### src/hw/rtl/hcbp_pkg.sv
// Shared constants and command codes for the Huffman code bit packer.
package hcbp_pkg;

	// Command codes carried in the cmd field of an input request.
	typedef enum logic [1:0] {
		CMD_LOAD   = 2'd0,
		CMD_ENCODE = 2'd1,
		CMD_FLUSH  = 2'd2
	} cmd_t;

	localparam int MAX_CODE_LEN_DEF = 32;
	localparam int CODE_BITS_W      = 32;
	localparam int CODE_LEN_W       = 6;
	localparam int SYMBOL_W         = 8;
	localparam int BYTE_W           = 8;
	localparam int NUM_SYMBOLS      = 256;
	localparam int QUEUE_DEPTH      = 4;

	// Longest code actually kept: the parameter, but never beyond the port width.
	function automatic int len_cap(input int max_code_len);
		return (max_code_len < CODE_BITS_W) ? max_code_len : CODE_BITS_W;
	endfunction

endpackage

### src/hw/rtl/hcbp_queue.sv
// Short FIFO that decouples table lookup from byte emission.
module hcbp_queue #(
	parameter int WIDTH = 39,
	parameter int DEPTH = hcbp_pkg::QUEUE_DEPTH
) (
	input  logic             clk,
	input  logic             arst_n,
	input  logic             push,
	input  logic [WIDTH-1:0] push_data,
	output logic             full,
	input  logic             pop,
	output logic             not_empty,
	output logic [WIDTH-1:0] head
);
	localparam int PTR_W = (DEPTH > 1) ? $clog2(DEPTH) : 1;
	localparam int CNT_W = $clog2(DEPTH + 1);

	logic [WIDTH-1:0] slot_q [DEPTH];
	logic [PTR_W-1:0] wr_ptr_q;
	logic [PTR_W-1:0] rd_ptr_q;
	logic [CNT_W-1:0] count_q;
	logic             do_push;
	logic             do_pop;

	assign full      = (count_q == CNT_W'(DEPTH));
	assign not_empty = (count_q != '0);
	assign head      = slot_q[rd_ptr_q];
	assign do_push   = push && !full;
	assign do_pop    = pop && not_empty;

	// Storage slots.
	always_ff @(posedge clk) begin
		if (do_push) begin
			slot_q[wr_ptr_q] <= push_data;
		end
	end

	// Pointers and fill count, wrapping at the depth.
	always_ff @(posedge clk or negedge arst_n) begin
		if (!arst_n) begin
			wr_ptr_q <= '0;
			rd_ptr_q <= '0;
			count_q  <= '0;
		end else begin
			if (do_push) begin
				wr_ptr_q <= (wr_ptr_q == PTR_W'(DEPTH - 1)) ? '0 : wr_ptr_q + 1'b1;
			end
			if (do_pop) begin
				rd_ptr_q <= (rd_ptr_q == PTR_W'(DEPTH - 1)) ? '0 : rd_ptr_q + 1'b1;
			end
			if (do_push && !do_pop) begin
				count_q <= count_q + 1'b1;
			end else if (do_pop && !do_push) begin
				count_q <= count_q - 1'b1;
			end
		end
	end

endmodule

### config.mk
export PLATFORM = sky130hd
export DESIGN_NAME = hcbp_queue
export DESIGN_NICKNAME = d
export VERILOG_FILES = /design/src/hw/rtl/hcbp_pkg.sv /design/src/hw/rtl/hcbp_queue.sv
export SDC_FILE = /design/constraint.sdc
export NUM_CORES = 1
export LEC_CHECK = 0
export BUFFER_PORTS_ARGS = -buffer_cell sky130_fd_sc_hd__buf_2
export CORE_MARGIN = 2
export CORE_UTILIZATION = 25
export CTS_CLUSTER_SIZE = 10
export DETAILED_ROUTE_END_ITERATION = 8
export SYNTH_ARGS = -nofsm -noshare
export SYNTH_HDL_FRONTEND = slang
export SYNTH_SLANG_ARGS = --single-unit
### constraint.sdc
create_clock -name clk -period 2.6 [get_ports clk]
set_clock_uncertainty 0.2 [all_clocks]
set_input_delay 0.13 -clock clk [delete_from_list [all_inputs] [get_ports clk]]
set_output_delay 0.13 -clock clk [all_outputs]
set_load 0.05 [all_outputs]
==> flow_metrics.py <==
metrics = {
    "run_status": {
        "status": "finished clean",
    },
    "synth": {
        "ys_async_sr_fraction": 0.0429,
        "yosys_warnings": 0,
        "synth-edff-count": 156,
        "synth-seq-area-share": 0.792,
        "avgSynthCellArea_um2": 25.5,
        "synth_ff_type": "edfxtp_1",
        "syn_nets": 291,
        "ys_types": 21,
        "netlist_instances": 241,
        "synth_seq_cells": 163,
        "mappedNetlistArea_um2": 6140,
    },
    "setup_path": {
        "cp_data_required_time_ns": 2.74,
        "crit_fanout": 4,
        "crit_slowest_cell": "dfrtp_1",
        "cpPeakStageDelay_ns": 0.46,
        "reg2reg_from": "count_q[0]",
        "cpMostUsedCell": "xor2_1",
        "worstPathCellList": "or3_4 > nand2_4 > ha_1 > inv_1 > fa_1 > xor2_1 > nor2_1 > xor2_1",
        "worst_ep_arrival_time_ns": 2.48,
        "startpoint": "count_q[0]",
        "start_kind": "flop",
        "critical_path.endpoint_type": "flop",
        "path_class": "flop to flop",
    },
    "floorplanning": {
        "ioPinCount": 84,
        "die_area_um2": 25800,
        "die_h_um": 161,
        "rows": 57,
        "die_width_um": 161,
        "initial_core_util": 0.254,
        "coreArea_um2": 24200,
    },
    "grt": {
        "antenna_found_initial": 0,
        "track_usage": 0.0932,
        "grt_pass1_wl_mm": 17.8,
        "grt.overflow.total": 0,
        "grt_pass1_vias": 3125,
        "grt_max_degree": 27,
    },
    "placed_design": {
        "place_congestion": 0.661,
        "io_buffers": 83,
        "dp_hpwl_mm": 7.06,
        "placedInstanceArea_um2": 6970,
    },
    "clock_tree": {
        "cts_resized": 0,
        "cts_tree": "built",
        "cts_buffers": 17,
        "cts-root-buf": "clkbuf_16",
        "h-tree-depth": 4,
        "clk_path_buf_depth": 2,
        "clkLatencyLatePin_ns": 0.41,
        "clock_sinks": 163,
        "path_clk_slew_ns": 0.07,
    },
    "drt": {
        "num_vias": 2893,
        "viasPerCell": 3.99,
        "antenna_left": 0,
        "wl_mm": 11.4,
        "drc": 0,
        "drt_iter0_markers": 144,
        "wire_per_inst_um": 15.7,
        "firstDrtPassIters": 6,
    },
    "worst_hold_path": {
        "worstHoldStart": "push",
        "min_path_type": "input port to flop",
    },
    "finish": {
        "final_area_um2": 8020,
        "n_antenna_cell": 0,
        "drive_gt1_frac": 0.441,
        "area_growth_pct": 30.6,
        "final_common_cell": "edfxtp_1",
        "mostFrequentLayoutCells": "156 x edfxtp_1, 83 x buf_2, 42 x dlygate4sd3_1",
        "final_nets": 438,
        "n_fill_cell": 2284,
    },
    "sta": {
        "slew-limit-headroom": 0.695,
        "worst_slew_pin_slew_ns": 0.458,
        "setup_viol": 0,
        "hold_slack_ns": 0.0646,
        "grt_setup_unrepaired": "false",
        "finalCritPeriodShare": 0.900,
        "setup_tns_ns": 0,
        "report.final.slew_viol_count": 0,
        "hold_viol": 0,
        "layout_min_cycle_time_ns": 2.34,
        "fmax_mhz": 427,
    },
    "power": {
        "power_leakage_nw": 2.77,
        "peakVddDrop_mv": 0.459,
        "power_density_nw_per_um2": 1260,
        "total_power_w": 0.0101,
    },
    "run": {
        "maxCapViolations": 0,
    },
}
## state kept, by name, summed over array words and instances (netlist names)
name	flops
rd_ptr_q	2
wr_ptr_q	2
count_q	3
slot_q	156
## where the power goes
part / internal (W) / switching [W]
Clock: 0.00153 / 0.00102
Sequential: 0.00348 / 0.000227
Combinational: 0.00128 / 0.00255
## final timing paths
check / endpoint / slack (ns) / depth (start not counted)
max: count_q[2] / 0.26 / 8
min: wr_ptr_q[1] / 0.06 / 3
max reg2reg: count_q[2] / 0.26 / 8
min reg2reg: count_q[2] / 0.32 / 1
max in group asynchronous: rd_ptr_q[0] / 1.45 / 3
min in group asynchronous: wr_ptr_q[1] / 0.47 / 3
## synth_stat cells (2+ instances only)
cell type	n	area [um2]
edfxtp_1	156	4680
mux4_2	38	856
dfrtp_1	7	175
ha_1	6	75.1
buf_12	4	80.1
buf_2	4	20.0
nor2_1	4	15.0
and2_1	3	18.8
inv_1	3	11.3
mux2_2	3	33.8
mux2_4	2	30.0
xor2_1	2	17.5
## logic make-up (layout without fill, tap and decap cells)
family	Yosys count	in the layout	share of synthesized area
DFF	163	163	0.792
muxes	44	44	0.154
and+or+nand+nor	12	12	0.0143
buffers and inverters	12	172	0.0200
adders and majority gates	7	7	0.0155
xor gates and xnor gates	3	3	0.00428
## critical path, delay by kind of cell (launching register included)
| kind | cells | cell delay, ns |
|---|---|---|
| and+or+nand+nor | 3 | 0.65 |
| xor gates and xnor gates | 2 | 0.33 |
| buffers and inverters | 1 | 0.06 |
| adders and majority gates | 2 | 0.56 |
| DFF | 1 | 0.46 |
## per-stage QoR
step / setup WS, ns / cells / util
after floorplan: 0.153 / 241 / -
after global placement: 0.322 / 650 / 0.288
after detailed placement: 0.282 / 650 / 0.288
after CTS: 0.251 / 725 / 0.332
after global routing: 0.175 / 725 / 0.332
final: 0.261 / 725 / 0.332
## cell type report
type	instances	area, um2	share of cell area
Tap cell	324	405	0.0506
Multi-Input combinational cell	66	1170	0.145
Timing Repair Buffer	137	963	0.120
Inverter	3	11.3	0.00140
Clock buffer	18	429	0.0535
Clock inverter	14	175	0.0219
Sequential cell	163	4860	0.607
## what timing repair did
| item | in CTS | in global routing |
|---|---|---|
| hold buffers | 42 | 0 |
| setup buffers | 1 | 0 |
| endpoints found under the hold margin | 166 | 0 |
| setup endpoints to repair | 2 | 0 |
## routing by layer
| metal | share of wire | vias to the layer above | wire length, um | global-route usage |
|---|---|---|---|---|
| met3 | 0.037 | 11 | 427 | 0.0284 |
| met1 | 0.46 | 1499 | 5240 | 0.120 |
| met4 | 0.012 | 0 | 140 | 0.0332 |
| met5 | 0 | - | 0 | 0 |
| met2 | 0.49 | 66 | 5600 | 0.149 |
| li1 | - | 1317 | - | - |
(Power assumes the default switching activity.)
