`config.mk`:
```
export PLATFORM = sky130hd
export DESIGN_NAME = hcbp_back
export DESIGN_NICKNAME = d
export VERILOG_FILES = /design/src/hw/rtl/hcbp_pkg.sv /design/src/hw/rtl/hcbp_back.sv
export SDC_FILE = /design/constraint.sdc
export NUM_CORES = 1
export LEC_CHECK = 0
export BUFFER_PORTS_ARGS = -buffer_cell sky130_fd_sc_hd__buf_4
export CAP_MARGIN = 20
export CORE_ASPECT_RATIO = 0.7
export CORE_MARGIN = 8
export CORE_UTILIZATION = 54
export DETAILED_ROUTE_END_ITERATION = 7
export PLACE_DENSITY = 0.77
export SYNTH_ARGS = -nofsm -noshare
export SYNTH_HDL_FRONTEND = slang
export SYNTH_SLANG_ARGS = --single-unit
```
`constraint.sdc`:
```
create_clock -name clk -period 7.3 [get_ports clk]
set_clock_uncertainty 0.05 [all_clocks]
set_input_delay 1.46 -clock clk [delete_from_list [all_inputs] [get_ports clk]]
set_output_delay 1.46 -clock clk [all_outputs]
set_load 0.03 [all_outputs]
```
`src/hw/rtl/hcbp_pkg.sv`:
```
// Shared constants and command codes for the Huffman code bit packer.
package hcbp_pkg;

	// Command codes carried in the cmd field of an input request.
	typedef enum logic [1:0] {
		CMD_LOAD   = 2'd0,
		CMD_ENCODE = 2'd1,
		CMD_FLUSH  = 2'd2
	} cmd_t;

	localparam int MAX_CODE_LEN_DEF = 32;
	localparam int CODE_BITS_W      = 32;
	localparam int CODE_LEN_W       = 6;
	localparam int SYMBOL_W         = 8;
	localparam int BYTE_W           = 8;
	localparam int NUM_SYMBOLS      = 256;
	localparam int QUEUE_DEPTH      = 4;

	// Longest code actually kept: the parameter, but never beyond the port width.
	function automatic int len_cap(input int max_code_len);
		return (max_code_len < CODE_BITS_W) ? max_code_len : CODE_BITS_W;
	endfunction

endpackage

```
`src/hw/rtl/hcbp_back.sv`:
```
// Back end: bit accumulator that merges codes and emits packed bytes.
module hcbp_back #(
	parameter int MAX_CODE_LEN = hcbp_pkg::MAX_CODE_LEN_DEF
) (
	input  logic                                  clk,
	input  logic                                  arst_n,
	input  logic                                  q_not_empty,
	input  logic [hcbp_pkg::len_cap(MAX_CODE_LEN)+hcbp_pkg::CODE_LEN_W:0] q_head,
	output logic                                  q_pop,
	output logic                                  res_valid,
	input  logic                                  res_ready,
	output logic [hcbp_pkg::BYTE_W-1:0]           out_byte,
	output logic                                  last
);
	localparam int LEN_CAP = hcbp_pkg::len_cap(MAX_CODE_LEN);
	localparam int BW      = hcbp_pkg::BYTE_W;
	localparam int ACC_W   = LEN_CAP + BW;
	localparam int CNT_W   = $clog2(ACC_W);
	localparam int SH_W    = CNT_W + 1;

	// Accumulator is left aligned: the earliest pending bit sits at the top.
	logic [ACC_W-1:0]                  acc_q;
	logic [CNT_W-1:0]                  cnt_q;
	logic                              res_v_q;
	logic [BW-1:0]                     byte_q;
	logic                              last_q;

	logic                              head_flush;
	logic [hcbp_pkg::CODE_LEN_W-1:0]   head_len;
	logic [LEN_CAP-1:0]                head_code;
	logic                              slot_free;
	logic                              emit;
	logic [ACC_W-1:0]                  acc_base;
	logic [CNT_W-1:0]                  cnt_base;
	logic                              pop_enc;
	logic                              pop_flush;
	logic [SH_W-1:0]                   shamt;
	logic [ACC_W-1:0]                  placed;

	assign {head_flush, head_len, head_code} = q_head;

	// Emit a byte whenever a whole one is pending and the output slot is free; merge the next code once fewer remain.
	always_comb begin
		slot_free = !res_v_q || res_ready;
		emit      = slot_free && (cnt_q >= CNT_W'(BW));
		acc_base  = emit ? (acc_q << BW) : acc_q;
		cnt_base  = emit ? (cnt_q - CNT_W'(BW)) : cnt_q;
		pop_enc   = q_not_empty && !head_flush && (cnt_base < CNT_W'(BW));
		pop_flush = q_not_empty && head_flush && !emit && slot_free
			&& (cnt_q < CNT_W'(BW));
		q_pop     = pop_enc || pop_flush;
		shamt     = SH_W'(ACC_W) - SH_W'(cnt_base) - SH_W'(head_len);
		placed    = ACC_W'(head_code) << shamt;
	end

	// Accumulator and pending count.
	always_ff @(posedge clk or negedge arst_n) begin
		if (!arst_n) begin
			acc_q <= '0;
			cnt_q <= '0;
		end else if (pop_flush) begin
			acc_q <= '0;
			cnt_q <= '0;
		end else if (pop_enc) begin
			acc_q <= acc_base | placed;
			cnt_q <= cnt_base + CNT_W'(head_len);
		end else begin
			acc_q <= acc_base;
			cnt_q <= cnt_base;
		end
	end

	// Output register; last marks a byte after which less than a whole byte stays pending.
	always_ff @(posedge clk or negedge arst_n) begin
		if (!arst_n) begin
			res_v_q <= 1'b0;
			byte_q  <= '0;
			last_q  <= 1'b0;
		end else if (emit) begin
			res_v_q <= 1'b1;
			byte_q  <= acc_q[ACC_W-1 -: BW];
			last_q  <= (cnt_base < CNT_W'(BW));
		end else if (pop_flush && cnt_q != '0) begin
			res_v_q <= 1'b1;
			byte_q  <= acc_q[ACC_W-1 -: BW];
			last_q  <= 1'b1;
		end else if (res_ready) begin
			res_v_q <= 1'b0;
		end
	end

	assign res_valid = res_v_q;
	assign out_byte  = byte_q;
	assign last      = last_q;

endmodule

```
==> results.txt, run 1 <==
----------------------------------------------------
[Outcome]
  Result of the run ... complete, no violations

[Route]
  Average routed wire per standard cell ... 21.3 um
  DRC violations left ... 0
  Post-route ant nets ... 0
  Average via count per standard cell ... 6.53
  Routed Wire Length ... 14.1 mm
  Violation count after the first detailed-route iteration ... 506
  First-pass iteration count of the detailed router ... 5
  Routed via count ... 4337

[CTS]
  CTS tree ... done
  Number of setup buffers added after CTS ... 0
  Clock buffer count from CTS ... 5
  CTS Sinks ... 56
  Count of hold-fix buffers inserted at cts ... 0
  Clock Pin Slew Worst Setup and Hold Paths ... 70 ps
  Clock latency reported for the late side of the worst-skew pair ... 300 ps
  Root buffer cell ... sky130_fd_sc_hd__clkbuf_16
  Clk buf depth ... 2
  Number of H-tree branching levels ... 2
  Post-cts repair resize count ... 0

[Min path]
  Class of the tightest hold or removal check ... reg -> reg
  Hold Path Cell Cnt ... 2

[Timing]
  Count of final setup violators ... 0
  Max Freq ... 193 MHz
  Transition time of the tightest slew-check pin ... 1000 ps
  Max Transition Viols Final ... 0
  Post-route worst setup slack ... 2120 ps
  Time the worst path needs with I/O delays and setup ... 5180 ps
  Worst hold slack across all endpoints ... 440 ps
  Setup repair after global routing missed its margin ... no
  Total count of hold-check failures in the final report ... 0
  Fin Setup TNS ... 0 ps
  Slew HR ... 32.9%
  Share of the cycle needed by the critical path after routing ... 70.9%

[Finish]
  Net total in the final layout ... 601
  Most common cell after layout, fill and taps aside ... sky130_fd_sc_hd__nand2_1
  Layout overhead on the synthesized area ... 11.9%
  Top library cells by usage in the layout, fill and taps aside ... sky130_fd_sc_hd__nand2_1, sky130_fd_sc_hd__buf_4, sky130_fd_sc_hd__dfrtp_1
  ANT cells ... 0
  Proportion of layout cells with a drive suffix above 1 ... 24.3%
  Count of non-filler cells in the finished layout ... 664

[Setup path]
  Cell chain of the critical path ... buf_4, nand2b_1, inv_1, nor2_4, buf_4, xnor2_1, ha_1, inv_1, fa_1, and3_1, o21ai_0, nand2_1, and4_1, nand2_1, o22ai_1
  Path type of the worst setup path ... in -> reg
  Data required time at the worst endpoint ... 7400 ps
  Register-to-Register Path Depth ... 13
  Arrival time worst endpoint ... 5280 ps
  Critical path capture point type ... flop
  Startpoint Class ... primary input
  Worst-path fanout max ... 33
  Crit path max-delay cell type ... sky130_fd_sc_hd__fa_1
  Maximum single-stage delay on the critical path ... 570 ps

[Synth]
  Total nets after synthesis ... 569
  Gate count of the mapped netlist ... 507
  Top-area cell type share of the netlist area ... 28.2%
  Share of synthesized registers carrying an async set or reset ... 100%
  Count of distinct cell types in the synthesized netlist ... 56
  Post-synthesis area per instance ... 9.82 um^2
  Biggest area consumer among synthesized cells ... sky130_fd_sc_hd__dfrtp_1
  Sequential share of the synthesized area ... 28.2%
  Synth warnings ... 0
  Main flop type after synthesis ... sky130_fd_sc_hd__dfrtp_1
  Yosys reg bits ... 56
  Number of enable flip-flop cells after synthesis ... 0
  Synth Cell Area ... 4980 um^2
  Cells taking the most area after synthesis ... sky130_fd_sc_hd__dfrtp_1, sky130_fd_sc_hd__mux4_2, sky130_fd_sc_hd__mux2i_1, sky130_fd_sc_hd__mux2_2, sky130_fd_sc_hd__nand2_1

[Place]
  Pre-CTS WS ... 1920 ps
  Number of I/O port buffers ... 53
  Dpl hpwl ... 10.8 mm
  Cell count after placement ... 656
  Final weighted congestion in routability-driven placement ... 0.945

[Flow run]
  Number of violations of the max-capacitance limit ... 0

[Floorplan]
  Die boundary height ... 96.3 um
  Die area ... 12600 um^2
  Number of rows created at floorplan ... 29
  IO Pins ... 54
  Effective utilization at floorplan ... 55.3%
  Area of the placeable core ... 9000 um^2
  Horiz. Die Dim ... 131 um

[Global routing]
  Initial antenna violation count ... 0
  Vias in the first global route ... 4185
  Total congestion overflow ... 0
  Maximum number of pins on one net before global-route repair ... 57
  Gr usage total ... 23.2%
  Global-route wire length before repair ... 22.5 mm

----------------------------------------------------
## registers in the layout, summed over array words and instances, names as in the netlist
| register | count |
|---|---|
| cnt_q | 6 |
| acc_q | 40 |
| out_byte | 8 |
| res_valid | 1 |
| last | 1 |
## cell usage after synthesis (10+ instances only)
library cell and n:
sky130_fd_sc_hd__o21ai_0 22, sky130_fd_sc_hd__a21oi_1 26, sky130_fd_sc_hd__mux4_2 30, sky130_fd_sc_hd__nand2_1 70
sky130_fd_sc_hd__ha_1 15, sky130_fd_sc_hd__clkbuf_1 18, sky130_fd_sc_hd__nor3_1 10, sky130_fd_sc_hd__dfrtp_1 56
sky130_fd_sc_hd__nor2_1 22, sky130_fd_sc_hd__mux2_2 25, sky130_fd_sc_hd__inv_1 21, sky130_fd_sc_hd__o22ai_1 22
sky130_fd_sc_hd__nand3_1 14, sky130_fd_sc_hd__mux2i_1 49
## through the flow
| step | cell area [um^2] | utilization, % |
|---|---|---|
| floorplan | 4980 | - |
| global placement | 5420 | 60.2 |
| detailed placement | 5420 | 60.2 |
| CTS | 5570 | 61.9 |
| global route | 5570 | 61.9 |
| finish | 5570 | 61.9 |
## path summary, 6_finish.rpt
| path | from | slack, ps | to |
|---|---|---|---|
| setup / recovery | res_ready | 2120 | acc_q[9] |
| hold / removal | acc_q[0] | 440 | acc_q[0] |
| setup reg to reg | cnt_q[5] | 2880 | acc_q[9] |
| hold reg to reg | acc_q[0] | 440 | acc_q[0] |
| max in group asynchronous | arst_n | 5560 | acc_q[9] |
| min in group asynchronous | arst_n | 1140 | cnt_q[1] |
## layer usage
metal	track usage, %	up-vias	routed length, um
met4	6.85	0	272
li1	-	1989	-
met5	0	-	0
met1	32.4	2113	6190
met2	35.5	209	6400
met3	5.04	26	1260
## kinds of logic after synthesis
logic type | Yosys count | share of synthesized area, %
buffers and inverters | 56 | 5.35
adder cells (fa/ha/maj) | 19 | 5.38
flip-flops | 56 | 28.2
XOR/XNOR | 8 | 1.78
multiplexers | 108 | 31.2
AO/OA/AOI/OAI | 117 | 15.2
AND/OR/NAND/NOR | 143 | 13.0
## worst max-delay path, delay by kind of cell
| kind | cells | cell delay [ps] |
|---|---|---|
| AND/OR/NAND/NOR | 6 | 1600 |
| adder cells (fa/ha/maj) | 2 | 750 |
| buffers and inverters | 4 | 690 |
| AO/OA/AOI/OAI | 2 | 550 |
| XOR/XNOR | 1 | 210 |
## final cells by class
cell class,instances,area (um^2)
multi-input combinational,395,3330
sequential,56,1400
timing repair buffer,60,450
tap,124,155
inverter,21,78.8
clock inverter,2,10.0
fill,751,3430
clock buffer,6,139
Power of run 1 is left out: the tool's default activity adds up to more than one toggle a clock period on the data nets, which glitch-free logic cannot reach.
==> inputs of run 2 (changes only) <==
--- a/config.mk
+++ b/config.mk
@@ -11,7 +11,7 @@
 export CORE_MARGIN = 8
 export CORE_UTILIZATION = 54
 export DETAILED_ROUTE_END_ITERATION = 7
-export PLACE_DENSITY = 0.77
+export PLACE_DENSITY = 0.8
 export SYNTH_ARGS = -nofsm -noshare
 export SYNTH_HDL_FRONTEND = slang
 export SYNTH_SLANG_ARGS = --single-unit
==> constraint.sdc (replaced) <==
create_clock -name clk -period 4.3 [get_ports clk]
set_clock_uncertainty 0.05 [all_clocks]
set_input_delay 0.86 -clock clk [delete_from_list [all_inputs] [get_ports clk]]
set_output_delay 0.86 -clock clk [all_outputs]
set_load 0.03 [all_outputs]
==> run 2 against run 1 <==
Compared with the run above: sequential share of layout area is 0.69 points lower; critical path depth down 2; count of clock-buffer cells in the layout rose by 1; non-clock buffer count is 19 higher; routed wire length rose by 4.3%; via count increased by 3.1%; setup slack got worse by 1800 ps; hold slack about the same; utilization increased by 1.7 points; first-iteration DRC count shrank 21%; final cell count increased by 2.9%; register-to-register slack worse by 2500 ps.
==> results.txt, run 2 (synthesized netlist as in run 1, its figures left out) <==
----------------------------------------------------
[Floorplan]
  Die area ... 12600 um^2
  Horiz. Die Dim ... 131 um
  Effective utilization at floorplan ... 55.3%
  Number of rows created at floorplan ... 29
  Die boundary height ... 96.3 um
  IO Pins ... 54
  Area of the placeable core ... 9000 um^2

[Route]
  Routed via count ... 4472
  Uppermost routed layer ... met4
  Sum of met2 wire segment lengths after detailed routing ... 6.80 mm
  First-pass iteration count of the detailed router ... 6
  Average routed wire per standard cell ... 21.6 um
  Average via count per standard cell ... 6.55
  DRC violations left ... 0
  Total routed wire length on the met1 layer ... 6.15 mm
  Post-route ant nets ... 0
  Wire length on met3 ... 1.54 mm
  Routed Wire Length ... 14.7 mm
  Violation count after the first detailed-route iteration ... 401

[Place]
  Final weighted congestion in routability-driven placement ... 0.920
  Dpl hpwl ... 11.5 mm
  Pre-CTS WS ... 159 ps
  Number of I/O port buffers ... 53

[Setup path]
  Critical path capture point type ... flop
  Worst setup endpoint ... acc_q[25]
  Path type of the worst setup path ... reg -> reg
  Arrival time worst endpoint ... 4060 ps
  Register-to-Register Path Depth ... 13
  Startpoint Class ... flop
  Startpoint of the most critical register-to-register path ... cnt_q[3]
  Worst-path fanout max ... 23
  Data required time at the worst endpoint ... 4410 ps
  Critical path startpoint ... cnt_q[3]
  Register-to-register setup slack ... 350 ps
  Capture instance of the worst register-to-register path ... acc_q[25]

[Finish]
  Largest register by flop count ... acc_q
  Proportion of layout cells with a drive suffix above 1 ... 26.7%
  Top library cells by usage in the layout, fill and taps aside ... sky130_fd_sc_hd__buf_4, sky130_fd_sc_hd__nand2_1, sky130_fd_sc_hd__dfrtp_1
  Number of flip-flops in the largest register ... 40
  Most common cell after layout, fill and taps aside ... sky130_fd_sc_hd__buf_4
  Layout overhead on the synthesized area ... 15.0%
  Net total in the final layout ... 620
  Filler instances ... 754
  ANT cells ... 0

[Timing]
  Share of the cycle needed by the critical path after routing ... 91.9%
  Post-route worst setup slack ... 349 ps
  Max Freq ... 253 MHz
  Total count of hold-check failures in the final report ... 0
  Slew HR ... 50.8%
  Count of final setup violators ... 0
  Time the worst path needs with I/O delays and setup ... 3950 ps
  Transition time of the tightest slew-check pin ... 737 ps
  Max Transition Viols Final ... 0
  Setup repair after global routing missed its margin ... no
  Worst hold slack across all endpoints ... 440 ps
  Fin Setup TNS ... 0 ps

[CTS]
  Post-cts repair resize count ... 0
  Clock latency reported for the late side of the worst-skew pair ... 300 ps
  Clock Pin Slew Worst Setup and Hold Paths ... 70 ps
  Number of setup buffers added after CTS ... 0
  Count of hold-fix buffers inserted at cts ... 0
  Root buffer cell ... sky130_fd_sc_hd__clkbuf_16
  Clk buf depth ... 2
  Number of H-tree branching levels ... 2
  CTS tree ... done
  CTS Sinks ... 56
  Clock buffer count from CTS ... 5

[Global routing]
  Maximum number of pins on one net before global-route repair ... 57
  Vias in the first global route ... 4411
  Initial antenna violation count ... 0
  Gr usage total ... 23.9%
  Total congestion overflow ... 0
  Global-route wire length before repair ... 23.1 mm

[Outcome]
  Result of the run ... complete, no violations

[Min path]
  Class of the tightest hold or removal check ... reg -> reg

[Flow run]
  Number of violations of the max-capacitance limit ... 0

----------------------------------------------------
[run 2: cell types whose count changed in the layout (fill, tap and decap cells not counted), sizes merged]
cell / change
clkinvlp: +1
clkinv: -2
buf: +19
clkbuf: +1
[run 2: how the worst min path moves through the flow]
stage                        start  endpoint  slack, ps  depth (start not counted)
final                     acc_q[6]  acc_q[6]        440                          2
after global routing      acc_q[6]  acc_q[6]        460                          2
after CTS                 acc_q[6]  acc_q[6]        440                          2
after detailed placement  acc_q[6]  acc_q[6]        430                          2
after global placement    acc_q[5]  acc_q[5]        410                          2
after floorplan           acc_q[5]  acc_q[5]        400                          2
[run 2: routing by layer]
layer  vias up  global-route usage [%]
met5         -                       0
met4         0                    5.52
met3        31                    6.14
met2       258                    38.4
met1      2171                    32.1
li1       2012                       -
[run 2: per-stage QoR]
| step | std cells | utilization, % | instance area, um^2 |
|---|---|---|---|
| 2_1_floorplan | 507 | - | 4980 |
| 3_3_place_gp | 675 | 61.9 | 5570 |
| 3_5_place_dp | 675 | 61.9 | 5570 |
| 4_1_cts | 683 | 63.6 | 5720 |
| 5_1_grt | 683 | 63.6 | 5720 |
| 6_report | 683 | 63.6 | 5720 |
[run 2: layout make-up]
class | instances | area (um^2) | area share (%)
clock buffers | 7 | 143 | 2.49
repair buffers | 79 | 606 | 10.6
well taps | 124 | 155 | 2.71
flip-flops and latches | 56 | 1400 | 24.5
multi-input cells | 395 | 3330 | 58.2
inverters | 21 | 78.8 | 1.38
clock inverters | 1 | 7.51 | 0.131
[run 2: worst max-delay path, stage by stage, from the launching register on]
cell and delay, ps:
sky130_fd_sc_hd__dfrtp_1 450, sky130_fd_sc_hd__nor3_1 600, sky130_fd_sc_hd__nor2_4 60, sky130_fd_sc_hd__xnor2_1 200, sky130_fd_sc_hd__ha_1 270, sky130_fd_sc_hd__inv_1 130
sky130_fd_sc_hd__ha_1 350, sky130_fd_sc_hd__xnor2_2 470, sky130_fd_sc_hd__buf_12 240, sky130_fd_sc_hd__nor3_1 70, sky130_fd_sc_hd__o31ai_1 510, sky130_fd_sc_hd__nor2_1 110
sky130_fd_sc_hd__a31oi_1 180, sky130_fd_sc_hd__o22ai_1 110
Power of run 2 is left out for the same reason.
